<file path="config.mk">
export PLATFORM = sky130hd
export DESIGN_NAME = grid_maze_path_finder
export DESIGN_NICKNAME = d
export VERILOG_FILES = /design/src/sv/gmp_pkg.sv /design/src/sv/grid_maze_path_finder.sv /design/src/sv/gmp_ram.sv /design/src/sv/gmp_ctrl.sv /design/src/sv/gmp_outreg.sv
export VERILOG_INCLUDE_DIRS = /design/src /design/src/sv
export SDC_FILE = /design/constraint.sdc
export NUM_CORES = 1
export LEC_CHECK = 0
export ABC_AREA = 1
export BUFFER_PORTS_ARGS = -buffer_cell sky130_fd_sc_hd__buf_2
export CORE_UTILIZATION = 60
export DETAILED_ROUTE_END_ITERATION = 16
export GPL_ROUTABILITY_DRIVEN = 0
export PLACE_DENSITY_LB_ADDON = 0.15
export SYNTH_ARGS = -nofsm -noshare
export SYNTH_HDL_FRONTEND = slang
export SYNTH_SLANG_ARGS = --single-unit
</file>
<file path="constraint.sdc">
create_clock -name i_clk -period 7.6 [get_ports i_clk]
set_clock_uncertainty 0.2 [all_clocks]
set_input_delay 0.76 -clock i_clk [delete_from_list [all_inputs] [get_ports i_clk]]
set_output_delay 0.76 -clock i_clk [all_outputs]
set_load 0.02 [all_outputs]
</file>
<file path="src/sv/grid_maze_path_finder_defines.svh">
// Assertion macros shared by the maze path finder RTL.
// Depends on nothing; expects i_clk and i_rst_n in the including module.
`ifndef GRID_MAZE_PATH_FINDER_DEFINES_SVH
`define GRID_MAZE_PATH_FINDER_DEFINES_SVH

// Same-cycle implication, disabled during reset.
`define GMP_ASSERT(lbl, ante, cons, msg) \
    lbl: assert property (@(posedge i_clk) disable iff (!i_rst_n) (ante) |-> (cons)) \
        else $error(msg);

// Next-cycle implication, disabled during reset.
`define GMP_ASSERT_NEXT(lbl, ante, cons, msg) \
    lbl: assert property (@(posedge i_clk) disable iff (!i_rst_n) (ante) |=> (cons)) \
        else $error(msg);

`endif

</file>
<file path="src/sv/gmp_pkg.sv">
// Shared types, constants and helper functions of the maze path finder.
// Depends on nothing; used by every module of the block except gmp_ram.
package gmp_pkg;

    localparam int ROWS      = 8;
    localparam int COLS      = 8;
    localparam int CELLS     = ROWS * COLS;
    localparam int INTERIOR  = (ROWS - 2) * (COLS - 2);
    localparam int CELL_AW   = $clog2(CELLS);
    localparam int STK_AW    = $clog2(INTERIOR);
    localparam int DEPTH_W   = $clog2(INTERIOR + 1);
    localparam int COORD_W   = 3;
    localparam int CFG_IDX_W = 3;
    localparam int DIR_W     = 3;

    localparam logic [CFG_IDX_W-1:0] REG_START_ROW = CFG_IDX_W'(0);
    localparam logic [CFG_IDX_W-1:0] REG_START_COL = CFG_IDX_W'(1);
    localparam logic [CFG_IDX_W-1:0] REG_END_ROW   = CFG_IDX_W'(2);
    localparam logic [CFG_IDX_W-1:0] REG_END_COL   = CFG_IDX_W'(3);

    localparam logic [DIR_W-1:0] DIR_UP    = DIR_W'(0);
    localparam logic [DIR_W-1:0] DIR_DOWN  = DIR_W'(1);
    localparam logic [DIR_W-1:0] DIR_LEFT  = DIR_W'(2);
    localparam logic [DIR_W-1:0] DIR_RIGHT = DIR_W'(3);
    localparam logic [DIR_W-1:0] DIR_DONE  = DIR_W'(4);

    typedef struct packed {
        logic               mode;
        logic [COORD_W-1:0] cell_row;
        logic [COORD_W-1:0] cell_col;
        logic               cell_open;
    } t_in;

    typedef struct packed {
        logic [COORD_W-1:0] path_row;
        logic [COORD_W-1:0] path_col;
        logic               found;
        logic               last;
    } t_out;

    typedef struct packed {
        logic [COORD_W-1:0] start_row;
        logic [COORD_W-1:0] start_col;
        logic [COORD_W-1:0] end_row;
        logic [COORD_W-1:0] end_col;
    } t_cfg;

    typedef struct packed {
        logic [COORD_W-1:0] row;
        logic [COORD_W-1:0] col;
        logic [DIR_W-1:0]   dir;
    } t_stk_entry;

    localparam int STK_W = $bits(t_stk_entry);

    typedef struct packed {
        logic               we;
        logic [CELL_AW-1:0] waddr;
        logic               wdata;
        logic               re;
        logic [CELL_AW-1:0] raddr;
    } t_bit_req;

    typedef struct packed {
        logic              we;
        logic [STK_AW-1:0] waddr;
        t_stk_entry        wdata;
        logic              re;
        logic [STK_AW-1:0] raddr;
    } t_stk_req;

    typedef struct packed {
        logic load;
        t_out data;
    } t_emit;

    function automatic logic in_grid(input logic [COORD_W-1:0] row,
                                     input logic [COORD_W-1:0] col);
        return (int'(row) < ROWS) && (int'(col) < COLS);
    endfunction

    function automatic logic is_interior(input logic [COORD_W-1:0] row,
                                         input logic [COORD_W-1:0] col);
        return (int'(row) > 0) && (int'(row) < ROWS - 1)
            && (int'(col) > 0) && (int'(col) < COLS - 1);
    endfunction

    function automatic logic [CELL_AW-1:0] cell_addr(input logic [COORD_W-1:0] row,
                                                     input logic [COORD_W-1:0] col);
        return CELL_AW'(row) * CELL_AW'(COLS) + CELL_AW'(col);
    endfunction

endpackage

</file>
<file path="src/sv/grid_maze_path_finder.sv">
// Top level of the depth-first maze path finder: config registers, RAMs,
// walk sequencer and output register. Depends on gmp_pkg and all gmp_ modules.
//
// Channel   Direction  Handshake              Payload
// in        input      i_in_valid / o_in_stall  gmp_pkg::t_in
// out       output     o_out_valid / i_out_stall gmp_pkg::t_out
// cfg       input      i_cfg_valid / o_cfg_ready i_cfg_index, i_cfg_data
//
// A cell load is written straight into the maze map. A solve clears the visited
// map, checks the start, tries neighbors, rejects border steps, backtracks and
// sends out each path cell, waiting while the output is stalled.
// After reset a pass clears both cell maps; no item is taken then.
// Input is stalled while a solve runs; configuration writes are always taken.
module grid_maze_path_finder (
    input  logic                              i_clk,
    input  logic                              i_rst_n,
    input  logic                              i_in_valid,
    output logic                              o_in_stall,
    input  gmp_pkg::t_in                      i_in,
    output logic                              o_out_valid,
    input  logic                              i_out_stall,
    output gmp_pkg::t_out                     o_out,
    input  logic                              i_cfg_valid,
    output logic                              o_cfg_ready,
    input  logic [gmp_pkg::CFG_IDX_W-1:0]     i_cfg_index,
    input  logic [gmp_pkg::COORD_W-1:0]       i_cfg_data
);

    gmp_pkg::t_cfg              r_cfg, n_cfg;
    gmp_pkg::t_bit_req          w_maze_req, w_vis_req;
    gmp_pkg::t_stk_req          w_stk_req;
    logic                       w_maze_rdata, w_vis_rdata;
    logic [gmp_pkg::STK_W-1:0]  w_stk_rdata;
    logic                       w_slot_free;
    gmp_pkg::t_emit             w_emit;

    assign o_cfg_ready = 1'b1;

    always_comb begin
        n_cfg = r_cfg;
        if (i_cfg_valid && o_cfg_ready) begin
            case (i_cfg_index)
                gmp_pkg::REG_START_ROW: n_cfg.start_row = i_cfg_data;
                gmp_pkg::REG_START_COL: n_cfg.start_col = i_cfg_data;
                gmp_pkg::REG_END_ROW:   n_cfg.end_row   = i_cfg_data;
                gmp_pkg::REG_END_COL:   n_cfg.end_col   = i_cfg_data;
                default:                n_cfg           = r_cfg;
            endcase
        end
    end

    always_ff @(posedge i_clk) begin
        if (!i_rst_n) begin
            r_cfg.start_row <= gmp_pkg::COORD_W'(1);
            r_cfg.start_col <= gmp_pkg::COORD_W'(1);
            r_cfg.end_row   <= gmp_pkg::COORD_W'(6);
            r_cfg.end_col   <= gmp_pkg::COORD_W'(6);
        end else begin
            r_cfg <= n_cfg;
        end
    end

    gmp_ram #(
        .WIDTH (1),
        .DEPTH (gmp_pkg::CELLS)
    ) u_maze_ram (
        .i_clk   (i_clk),
        .i_we    (w_maze_req.we),
        .i_waddr (w_maze_req.waddr),
        .i_wdata (w_maze_req.wdata),
        .i_re    (w_maze_req.re),
        .i_raddr (w_maze_req.raddr),
        .o_rdata (w_maze_rdata)
    );

    gmp_ram #(
        .WIDTH (1),
        .DEPTH (gmp_pkg::CELLS)
    ) u_vis_ram (
        .i_clk   (i_clk),
        .i_we    (w_vis_req.we),
        .i_waddr (w_vis_req.waddr),
        .i_wdata (w_vis_req.wdata),
        .i_re    (w_vis_req.re),
        .i_raddr (w_vis_req.raddr),
        .o_rdata (w_vis_rdata)
    );

    gmp_ram #(
        .WIDTH (gmp_pkg::STK_W),
        .DEPTH (gmp_pkg::INTERIOR)
    ) u_stk_ram (
        .i_clk   (i_clk),
        .i_we    (w_stk_req.we),
        .i_waddr (w_stk_req.waddr),
        .i_wdata (w_stk_req.wdata),
        .i_re    (w_stk_req.re),
        .i_raddr (w_stk_req.raddr),
        .o_rdata (w_stk_rdata)
    );

    gmp_ctrl u_ctrl (
        .i_clk        (i_clk),
        .i_rst_n      (i_rst_n),
        .i_in_valid   (i_in_valid),
        .o_in_stall   (o_in_stall),
        .i_in         (i_in),
        .i_cfg        (r_cfg),
        .o_maze_req   (w_maze_req),
        .i_maze_rdata (w_maze_rdata),
        .o_vis_req    (w_vis_req),
        .i_vis_rdata  (w_vis_rdata),
        .o_stk_req    (w_stk_req),
        .i_stk_rdata  (gmp_pkg::t_stk_entry'(w_stk_rdata)),
        .i_slot_free  (w_slot_free),
        .o_emit       (w_emit)
    );

    gmp_outreg u_outreg (
        .i_clk       (i_clk),
        .i_rst_n     (i_rst_n),
        .i_emit      (w_emit),
        .o_slot_free (w_slot_free),
        .o_out_valid (o_out_valid),
        .i_out_stall (i_out_stall),
        .o_out       (o_out)
    );

endmodule

</file>
<file path="src/sv/gmp_ram.sv">
// Generic single-write, single-read RAM with a registered read port.
// Depends on nothing.
module gmp_ram #(
    parameter int WIDTH = 1,
    parameter int DEPTH = 2,
    parameter int AW    = (DEPTH > 1) ? $clog2(DEPTH) : 1
) (
    input  logic             i_clk,
    input  logic             i_we,
    input  logic [AW-1:0]    i_waddr,
    input  logic [WIDTH-1:0] i_wdata,
    input  logic             i_re,
    input  logic [AW-1:0]    i_raddr,
    output logic [WIDTH-1:0] o_rdata
);

    logic [WIDTH-1:0] r_mem [DEPTH];
    logic [WIDTH-1:0] r_rdata;

    always_ff @(posedge i_clk) begin
        if (i_we) begin
            r_mem[i_waddr] <= i_wdata;
        end
        if (i_re) begin
            r_rdata <= r_mem[i_raddr];
        end
    end

    assign o_rdata = r_rdata;

endmodule

</file>
<file path="src/sv/gmp_ctrl.sv">
// Walk sequencer: clears the maps, runs the depth-first walk over the RAMs
// and steps the path out. Depends on gmp_pkg and the shared macro header.
`include "grid_maze_path_finder_defines.svh"

module gmp_ctrl (
    input  logic                i_clk,
    input  logic                i_rst_n,
    input  logic                i_in_valid,
    output logic                o_in_stall,
    input  gmp_pkg::t_in        i_in,
    input  gmp_pkg::t_cfg       i_cfg,
    output gmp_pkg::t_bit_req   o_maze_req,
    input  logic                i_maze_rdata,
    output gmp_pkg::t_bit_req   o_vis_req,
    input  logic                i_vis_rdata,
    output gmp_pkg::t_stk_req   o_stk_req,
    input  gmp_pkg::t_stk_entry i_stk_rdata,
    input  logic                i_slot_free,
    output gmp_pkg::t_emit      o_emit
);

    typedef enum logic [9:0] {
        S_CLEAR   = 10'b0000000001,
        S_IDLE    = 10'b0000000010,
        S_START   = 10'b0000000100,
        S_STCHK   = 10'b0000001000,
        S_CHECK   = 10'b0000010000,
        S_PROBE   = 10'b0000100000,
        S_POP     = 10'b0001000000,
        S_EMIT_RD = 10'b0010000000,
        S_EMIT_WR = 10'b0100000000,
        S_NF      = 10'b1000000000
    } t_state;

    t_state                                  r_state, n_state;
    logic                                    r_clr_maze, n_clr_maze;
    logic [gmp_pkg::CELL_AW-1:0]             r_clr_addr, n_clr_addr;
    gmp_pkg::t_stk_entry                     r_top, n_top;
    logic [gmp_pkg::DEPTH_W-1:0]             r_depth, n_depth;
    logic [gmp_pkg::DEPTH_W-1:0]             r_k, n_k;
    logic [gmp_pkg::COORD_W-1:0]             r_nbr_row, n_nbr_row;
    logic [gmp_pkg::COORD_W-1:0]             r_nbr_col, n_nbr_col;
    logic [gmp_pkg::COORD_W-1:0]             w_nrow, w_ncol;
    logic                                    w_push;

    always_ff @(posedge i_clk) begin
        if (!i_rst_n) begin
            r_state    <= S_CLEAR;
            r_clr_maze <= 1'b1;
            r_clr_addr <= '0;
            r_depth    <= '0;
            r_k        <= '0;
        end else begin
            r_state    <= n_state;
            r_clr_maze <= n_clr_maze;
            r_clr_addr <= n_clr_addr;
            r_depth    <= n_depth;
            r_k        <= n_k;
        end
    end

    always_ff @(posedge i_clk) begin
        r_top     <= n_top;
        r_nbr_row <= n_nbr_row;
        r_nbr_col <= n_nbr_col;
    end

    always_comb begin
        w_nrow = r_top.row;
        w_ncol = r_top.col;
        case (r_top.dir)
            gmp_pkg::DIR_UP:    w_nrow = r_top.row - gmp_pkg::COORD_W'(1);
            gmp_pkg::DIR_DOWN:  w_nrow = r_top.row + gmp_pkg::COORD_W'(1);
            gmp_pkg::DIR_LEFT:  w_ncol = r_top.col - gmp_pkg::COORD_W'(1);
            gmp_pkg::DIR_RIGHT: w_ncol = r_top.col + gmp_pkg::COORD_W'(1);
            default: begin
                w_nrow = r_top.row;
                w_ncol = r_top.col;
            end
        endcase
    end

    assign w_push = i_maze_rdata && !i_vis_rdata;

    always_comb begin
        n_state    = r_state;
        n_clr_maze = r_clr_maze;
        n_clr_addr = r_clr_addr;
        n_top      = r_top;
        n_depth    = r_depth;
        n_k        = r_k;
        n_nbr_row  = r_nbr_row;
        n_nbr_col  = r_nbr_col;
        o_maze_req = '0;
        o_vis_req  = '0;
        o_stk_req  = '0;
        o_emit     = '0;
        o_in_stall = (r_state != S_IDLE);

        case (r_state)
            S_CLEAR: begin
                o_maze_req.we    = r_clr_maze;
                o_maze_req.waddr = r_clr_addr;
                o_vis_req.we     = 1'b1;
                o_vis_req.waddr  = r_clr_addr;
                if (r_clr_addr == gmp_pkg::CELL_AW'(gmp_pkg::CELLS - 1)) begin
                    n_clr_addr = '0;
                    n_clr_maze = 1'b0;
                    n_state    = r_clr_maze ? S_IDLE : S_START;
                end else begin
                    n_clr_addr = r_clr_addr + gmp_pkg::CELL_AW'(1);
                end
            end
            S_IDLE: begin
                if (i_in_valid) begin
                    if (!i_in.mode) begin
                        o_maze_req.we    = gmp_pkg::in_grid(i_in.cell_row, i_in.cell_col);
                        o_maze_req.waddr = gmp_pkg::cell_addr(i_in.cell_row, i_in.cell_col);
                        o_maze_req.wdata = i_in.cell_open;
                    end else begin
                        n_state = S_CLEAR;
                    end
                end
            end
            S_START: begin
                o_maze_req.re    = 1'b1;
                o_maze_req.raddr = gmp_pkg::cell_addr(i_cfg.start_row, i_cfg.start_col);
                n_state          = S_STCHK;
            end
            S_STCHK: begin
                if (gmp_pkg::is_interior(i_cfg.start_row, i_cfg.start_col) && i_maze_rdata)
                begin
                    o_vis_req.we    = 1'b1;
                    o_vis_req.waddr = gmp_pkg::cell_addr(i_cfg.start_row, i_cfg.start_col);
                    o_vis_req.wdata = 1'b1;
                    n_top.row       = i_cfg.start_row;
                    n_top.col       = i_cfg.start_col;
                    n_top.dir       = gmp_pkg::DIR_UP;
                    n_depth         = gmp_pkg::DEPTH_W'(1);
                    n_state         = S_CHECK;
                end else begin
                    n_state = S_NF;
                end
            end
            S_CHECK: begin
                if (r_top.dir == gmp_pkg::DIR_UP && r_top.row == i_cfg.end_row
                    && r_top.col == i_cfg.end_col) begin
                    n_k     = '0;
                    n_state = S_EMIT_RD;
                end else if (r_top.dir < gmp_pkg::DIR_DONE) begin
                    n_top.dir = r_top.dir + gmp_pkg::DIR_W'(1);
                    if (gmp_pkg::is_interior(w_nrow, w_ncol)
                        && r_depth < gmp_pkg::DEPTH_W'(gmp_pkg::INTERIOR)) begin
                        o_maze_req.re    = 1'b1;
                        o_maze_req.raddr = gmp_pkg::cell_addr(w_nrow, w_ncol);
                        o_vis_req.re     = 1'b1;
                        o_vis_req.raddr  = gmp_pkg::cell_addr(w_nrow, w_ncol);
                        n_nbr_row        = w_nrow;
                        n_nbr_col        = w_ncol;
                        n_state          = S_PROBE;
                    end
                end else begin
                    n_depth = r_depth - gmp_pkg::DEPTH_W'(1);
                    if (r_depth == gmp_pkg::DEPTH_W'(1)) begin
                        n_state = S_NF;
                    end else begin
                        o_stk_req.re    = 1'b1;
                        o_stk_req.raddr = gmp_pkg::STK_AW'(r_depth - gmp_pkg::DEPTH_W'(2));
                        n_state         = S_POP;
                    end
                end
            end
            S_PROBE: begin
                if (w_push) begin
                    o_vis_req.we    = 1'b1;
                    o_vis_req.waddr = gmp_pkg::cell_addr(r_nbr_row, r_nbr_col);
                    o_vis_req.wdata = 1'b1;
                    o_stk_req.we    = 1'b1;
                    o_stk_req.waddr = gmp_pkg::STK_AW'(r_depth - gmp_pkg::DEPTH_W'(1));
                    o_stk_req.wdata = r_top;
                    n_top.row       = r_nbr_row;
                    n_top.col       = r_nbr_col;
                    n_top.dir       = gmp_pkg::DIR_UP;
                    n_depth         = r_depth + gmp_pkg::DEPTH_W'(1);
                end
                n_state = S_CHECK;
            end
            S_POP: begin
                n_top   = i_stk_rdata;
                n_state = S_CHECK;
            end
            S_EMIT_RD: begin
                if (r_k == r_depth - gmp_pkg::DEPTH_W'(1)) begin
                    if (i_slot_free) begin
                        o_emit.load          = 1'b1;
                        o_emit.data.path_row = r_top.row;
                        o_emit.data.path_col = r_top.col;
                        o_emit.data.found    = 1'b1;
                        o_emit.data.last     = 1'b1;
                        n_depth              = '0;
                        n_state              = S_IDLE;
                    end
                end else begin
                    o_stk_req.re    = 1'b1;
                    o_stk_req.raddr = gmp_pkg::STK_AW'(r_k);
                    n_state         = S_EMIT_WR;
                end
            end
            S_EMIT_WR: begin
                if (i_slot_free) begin
                    o_emit.load          = 1'b1;
                    o_emit.data.path_row = i_stk_rdata.row;
                    o_emit.data.path_col = i_stk_rdata.col;
                    o_emit.data.found    = 1'b1;
                    o_emit.data.last     = 1'b0;
                    n_k                  = r_k + gmp_pkg::DEPTH_W'(1);
                    n_state              = S_EMIT_RD;
                end
            end
            S_NF: begin
                if (i_slot_free) begin
                    o_emit.load = 1'b1;
                    o_emit.data = '0;
                    o_emit.data.last = 1'b1;
                    n_depth     = '0;
                    n_state     = S_IDLE;
                end
            end
            default: begin
                n_state = S_IDLE;
            end
        endcase
    end

    `GMP_ASSERT(a_depth_bound, 1'b1, r_depth <= gmp_pkg::DEPTH_W'(gmp_pkg::INTERIOR), "Walk depth exceeds the interior size.")
    `GMP_ASSERT(a_check_nonempty, r_state == S_CHECK, r_depth != '0, "Walk step with an empty stack.")
    `GMP_ASSERT_NEXT(a_push_grows, r_state == S_PROBE && w_push, r_depth == $past(r_depth) + gmp_pkg::DEPTH_W'(1), "Push did not grow the stack.")
    `GMP_ASSERT(a_emit_slot, o_emit.load, i_slot_free, "Result loaded while the output register is occupied.")

endmodule

</file>
<file path="src/sv/gmp_outreg.sv">
// Output register that holds one result until the downstream transfer.
// Depends on gmp_pkg.
module gmp_outreg (
    input  logic           i_clk,
    input  logic           i_rst_n,
    input  gmp_pkg::t_emit i_emit,
    output logic           o_slot_free,
    output logic           o_out_valid,
    input  logic           i_out_stall,
    output gmp_pkg::t_out  o_out
);

    logic          r_valid, n_valid;
    gmp_pkg::t_out r_data, n_data;

    assign o_slot_free = !r_valid || !i_out_stall;

    always_comb begin
        n_valid = r_valid;
        n_data  = r_data;
        if (i_emit.load) begin
            n_valid = 1'b1;
            n_data  = i_emit.data;
        end else if (!i_out_stall) begin
            n_valid = 1'b0;
        end
    end

    always_ff @(posedge i_clk) begin
        if (!i_rst_n) begin
            r_valid <= 1'b0;
        end else begin
            r_valid <= n_valid;
        end
    end

    always_ff @(posedge i_clk) begin
        r_data <= n_data;
    end

    assign o_out_valid = r_valid;
    assign o_out       = r_data;

endmodule
</file>
==> results.md <==
* Status: finished, final reports clean
* Worst path cell trace: inv_1 > ha_1 > xor2_1 > nand2_1 > nand3_1 > nor2_1 > nand3_2 > nand3_4 > nand2_4 > buf_12 > nand2_1 > nand3_1 > nand3_1 > nand3_1 > nand3_1 > nand3_1 > nand2_1
* Met2 Wirelength at a little over 30000 um
* Yosys top cell area share at 58.7%
* Die Area at 42300 sq um
* Clk_lat worst skew at roughly 0.6 ns
* N_diodes at 0
* Cell mode on critical path: nand3_1
* Core area at ~41000 sq um
* Fmax at around 190 MHz
* Initial antenna violation count at 0
* # fillers at 3193
* Largest net degree at the start of global routing at 99
* Post-CTS resize count at 0
* Drt pass-1 iters at 6
* Cells after Synth at 2554
* H-tree levels at 2
* Post-route antenna net violation count at 0
* Via density at 6.00
* Max Cap Viol at 0
* Slew at the pin closest to its max-slew limit at 1.20 ns
* CP Capture Type: flop
* Net total in the final layout at around 2600
* Reg clk slew, reported paths at 0.06 ns
* Drt total wl at between 60000 and 70000 um
* Worst-path fanout max at 98
* Register area share after synthesis at 62.1%
* Die Span Y at 206 um
* CTS buffer count at 53
* Net Count, Synth at 2587
* GRT Overall Usage at a little under a third
* Reg2reg start: u_ctrl.r_depth[0]
* CP peak stage delay at 0.92 ns
* Final hold vios at 0
* Chip width at 206 um
* # setup viols final at 0
* Asr flop ratio synth at 0%
* Most common library cell in the layout ignoring fill and taps: nand2_1
* Final min period at 5.24 ns
* Highest metal used: met4
* Yosys warns at 0
* Port buffer count at 28
* Synth area leaders: edfxtp_1 (59%), nand3_1 (9.6%), nand2_1 (7.5%)
* Fin Setup TNS at 0 ns
* Fin. max-slew vios at 0
* Initial DRC count at 2117
* Clk sinks at 528
* Crit path launch type: flop
* #FFs+latches synth at about 530
* Worst hold start: i_cfg_data[0]
* CP Class: reg -> reg
* Hold Path Class: in -> reg
* CTS Buffer Depth at 3
* Ys flop type: edfxtp_1
* Worst vdd ir at 0.000228 V
* CP max stage cell: nand2_4
* Crit. Startpoint: u_ctrl.r_depth[0]
* CP arrival at 5.38 ns
* Most frequent cells in the layout: nand2_1 (500), edfxtp_1 (486), nand3_1 (474)
* Cell area after synthesis at 24900 sq um
* DP HPWL at 41100 um
* DR vias at approximately 19000
* Share of cells above drive strength 1 at 6.72%
* Io pins at 30
* Synth-to-Final Area Change at 8.93%
* CP required at between 7 and 8 ns
* WL per Instance at 20.8 um
* Multi-input gate area at between 7000 and 8000 sq um
* Post-CTS Setup Repair Bufs at 0
* Hold-fix buffers, CTS at 0
* WL met3 at around 5700 um
* GR Overflow Total at 0
* Initial Util at 60.9%
* CTS tree: done
* CTS Root Cell: clkbuf_16
* Max-slew headroom at 19.6%
* DRT met1 WL at between 20000 and 25000 um
* Avg Inst Size Synth at 9.73 sq um
* Unrepaired setup endpoints after global routing: false
* Vias in the first global route at 18186
* # rows at 74
* First-pass GRT wire length at slightly above 100000 um
* Yosys cell types at 52
* Leading area contributor after synthesis: edfxtp_1
* Number of remaining DRC errors at 0
* PD cells at 229 nW/um^2
* Tcrit/Tclk final at just under 70%
* Register area at 15400 sq um
* Pwr Total at 6190 uW
* P_leak at 0.0103 uW
* Post-synth EDFFs at 486
## synth_stat cells, drive strengths merged, types with 2 or more instances
master and instances:
nand4 31, or2 8, edfxtp 486, o21ai 52
nor2 301, nor4 2, dfxtp 42, xor2 7
clkbuf 33, a221oi 3, a211oi 3, xnor2 5
fa 2, a21oi 28, clkinv 2, o211ai 19
o2111ai 2, o21bai 2, buf 72, nor3 19
o22ai 22, nand3 477, nand3b 59, a31oi 6
ha 12, nand2 509, inv 332, o221ai 12
## where the power goes
part	switching, uW	internal [uW]
logic	246	72.0
registers	10.7	3160
clock network	1100	1610
## logic make-up (layout without fill, tap and decap cells)
family | Yosys count | in the layout | share of synthesized area, %
simple gates | 1408 | 1408 | 25.4
flops | 528 | 528 | 62.1
buf+inv | 439 | 473 | 7.41
compound gates | 152 | 152 | 3.84
fa+ha+maj | 14 | 14 | 0.765
xor+xnor | 12 | 12 | 0.453
other cells | 1 | 1 | 0.0151
## worst max-delay path, delay by kind of cell (launching register included)
kind | cells | cell delay (ns)
xor gates and xnor gates | 1 | 0.35
adders and majority gates | 1 | 0.33
buffers and inverters | 2 | 0.64
DFF | 1 | 0.65
and+or+nand+nor | 13 | 2.71
## registers in the layout (all words and copies together) (netlist names), 8 cells and up
register / flops
r_cfg: 12
u_ctrl.r_state: 10
u_ctrl.r_top: 9
u_maze_ram.r_mem: 64
u_outreg.o_out: 8
u_stk_ram.o_rdata: 9
u_stk_ram.r_mem: 324
u_vis_ram.r_mem: 64
## worst paths after layout
check        slack [ns]                   end  cells past startpoint
min reg2reg        0.29     u_ctrl.r_clr_maze                      2
max reg2reg        2.36  u_stk_ram.o_rdata[2]                     17
min                0.29              r_cfg[3]                      3
max                2.36  u_stk_ram.o_rdata[2]                     17
## per-stage QoR
| step | worst slack, ns | cell area [sq um] | std cells | utilization, % | hold slack (ns) |
|---|---|---|---|---|---|
| global placement | 2.63 | 25300 | 3022 | 61.9 | 0.272 |
| floorplan | 4.14 | 24900 | 2554 | - | 0.249 |
| CTS | 2.49 | 27100 | 3120 | 66.3 | 0.247 |
| detailed placement | 2.54 | 25300 | 3022 | 61.9 | 0.280 |
| global route | 1.91 | 27100 | 3120 | 66.3 | 0.282 |
| finish | 2.36 | 27100 | 3120 | 66.3 | 0.288 |
## layer usage
layer | vias to the layer above | GRT usage [%]
met3 | 245 | 5.48
met5 | - | 0
li1 | 8653 | -
met4 | 0 | 18.9
met1 | 8858 | 40.2
met2 | 964 | 50.0
## final cells by class
type | count | area share (%)
clock buffer | 74 | 5.81
sequential | 528 | 57.0
multi-input combinational | 1587 | 28.3
clock inverter | 24 | 0.882
tap | 532 | 2.46
timing repair buffer | 41 | 0.924
inverter | 334 | 4.63
Power figures use the tool's default switching activity.
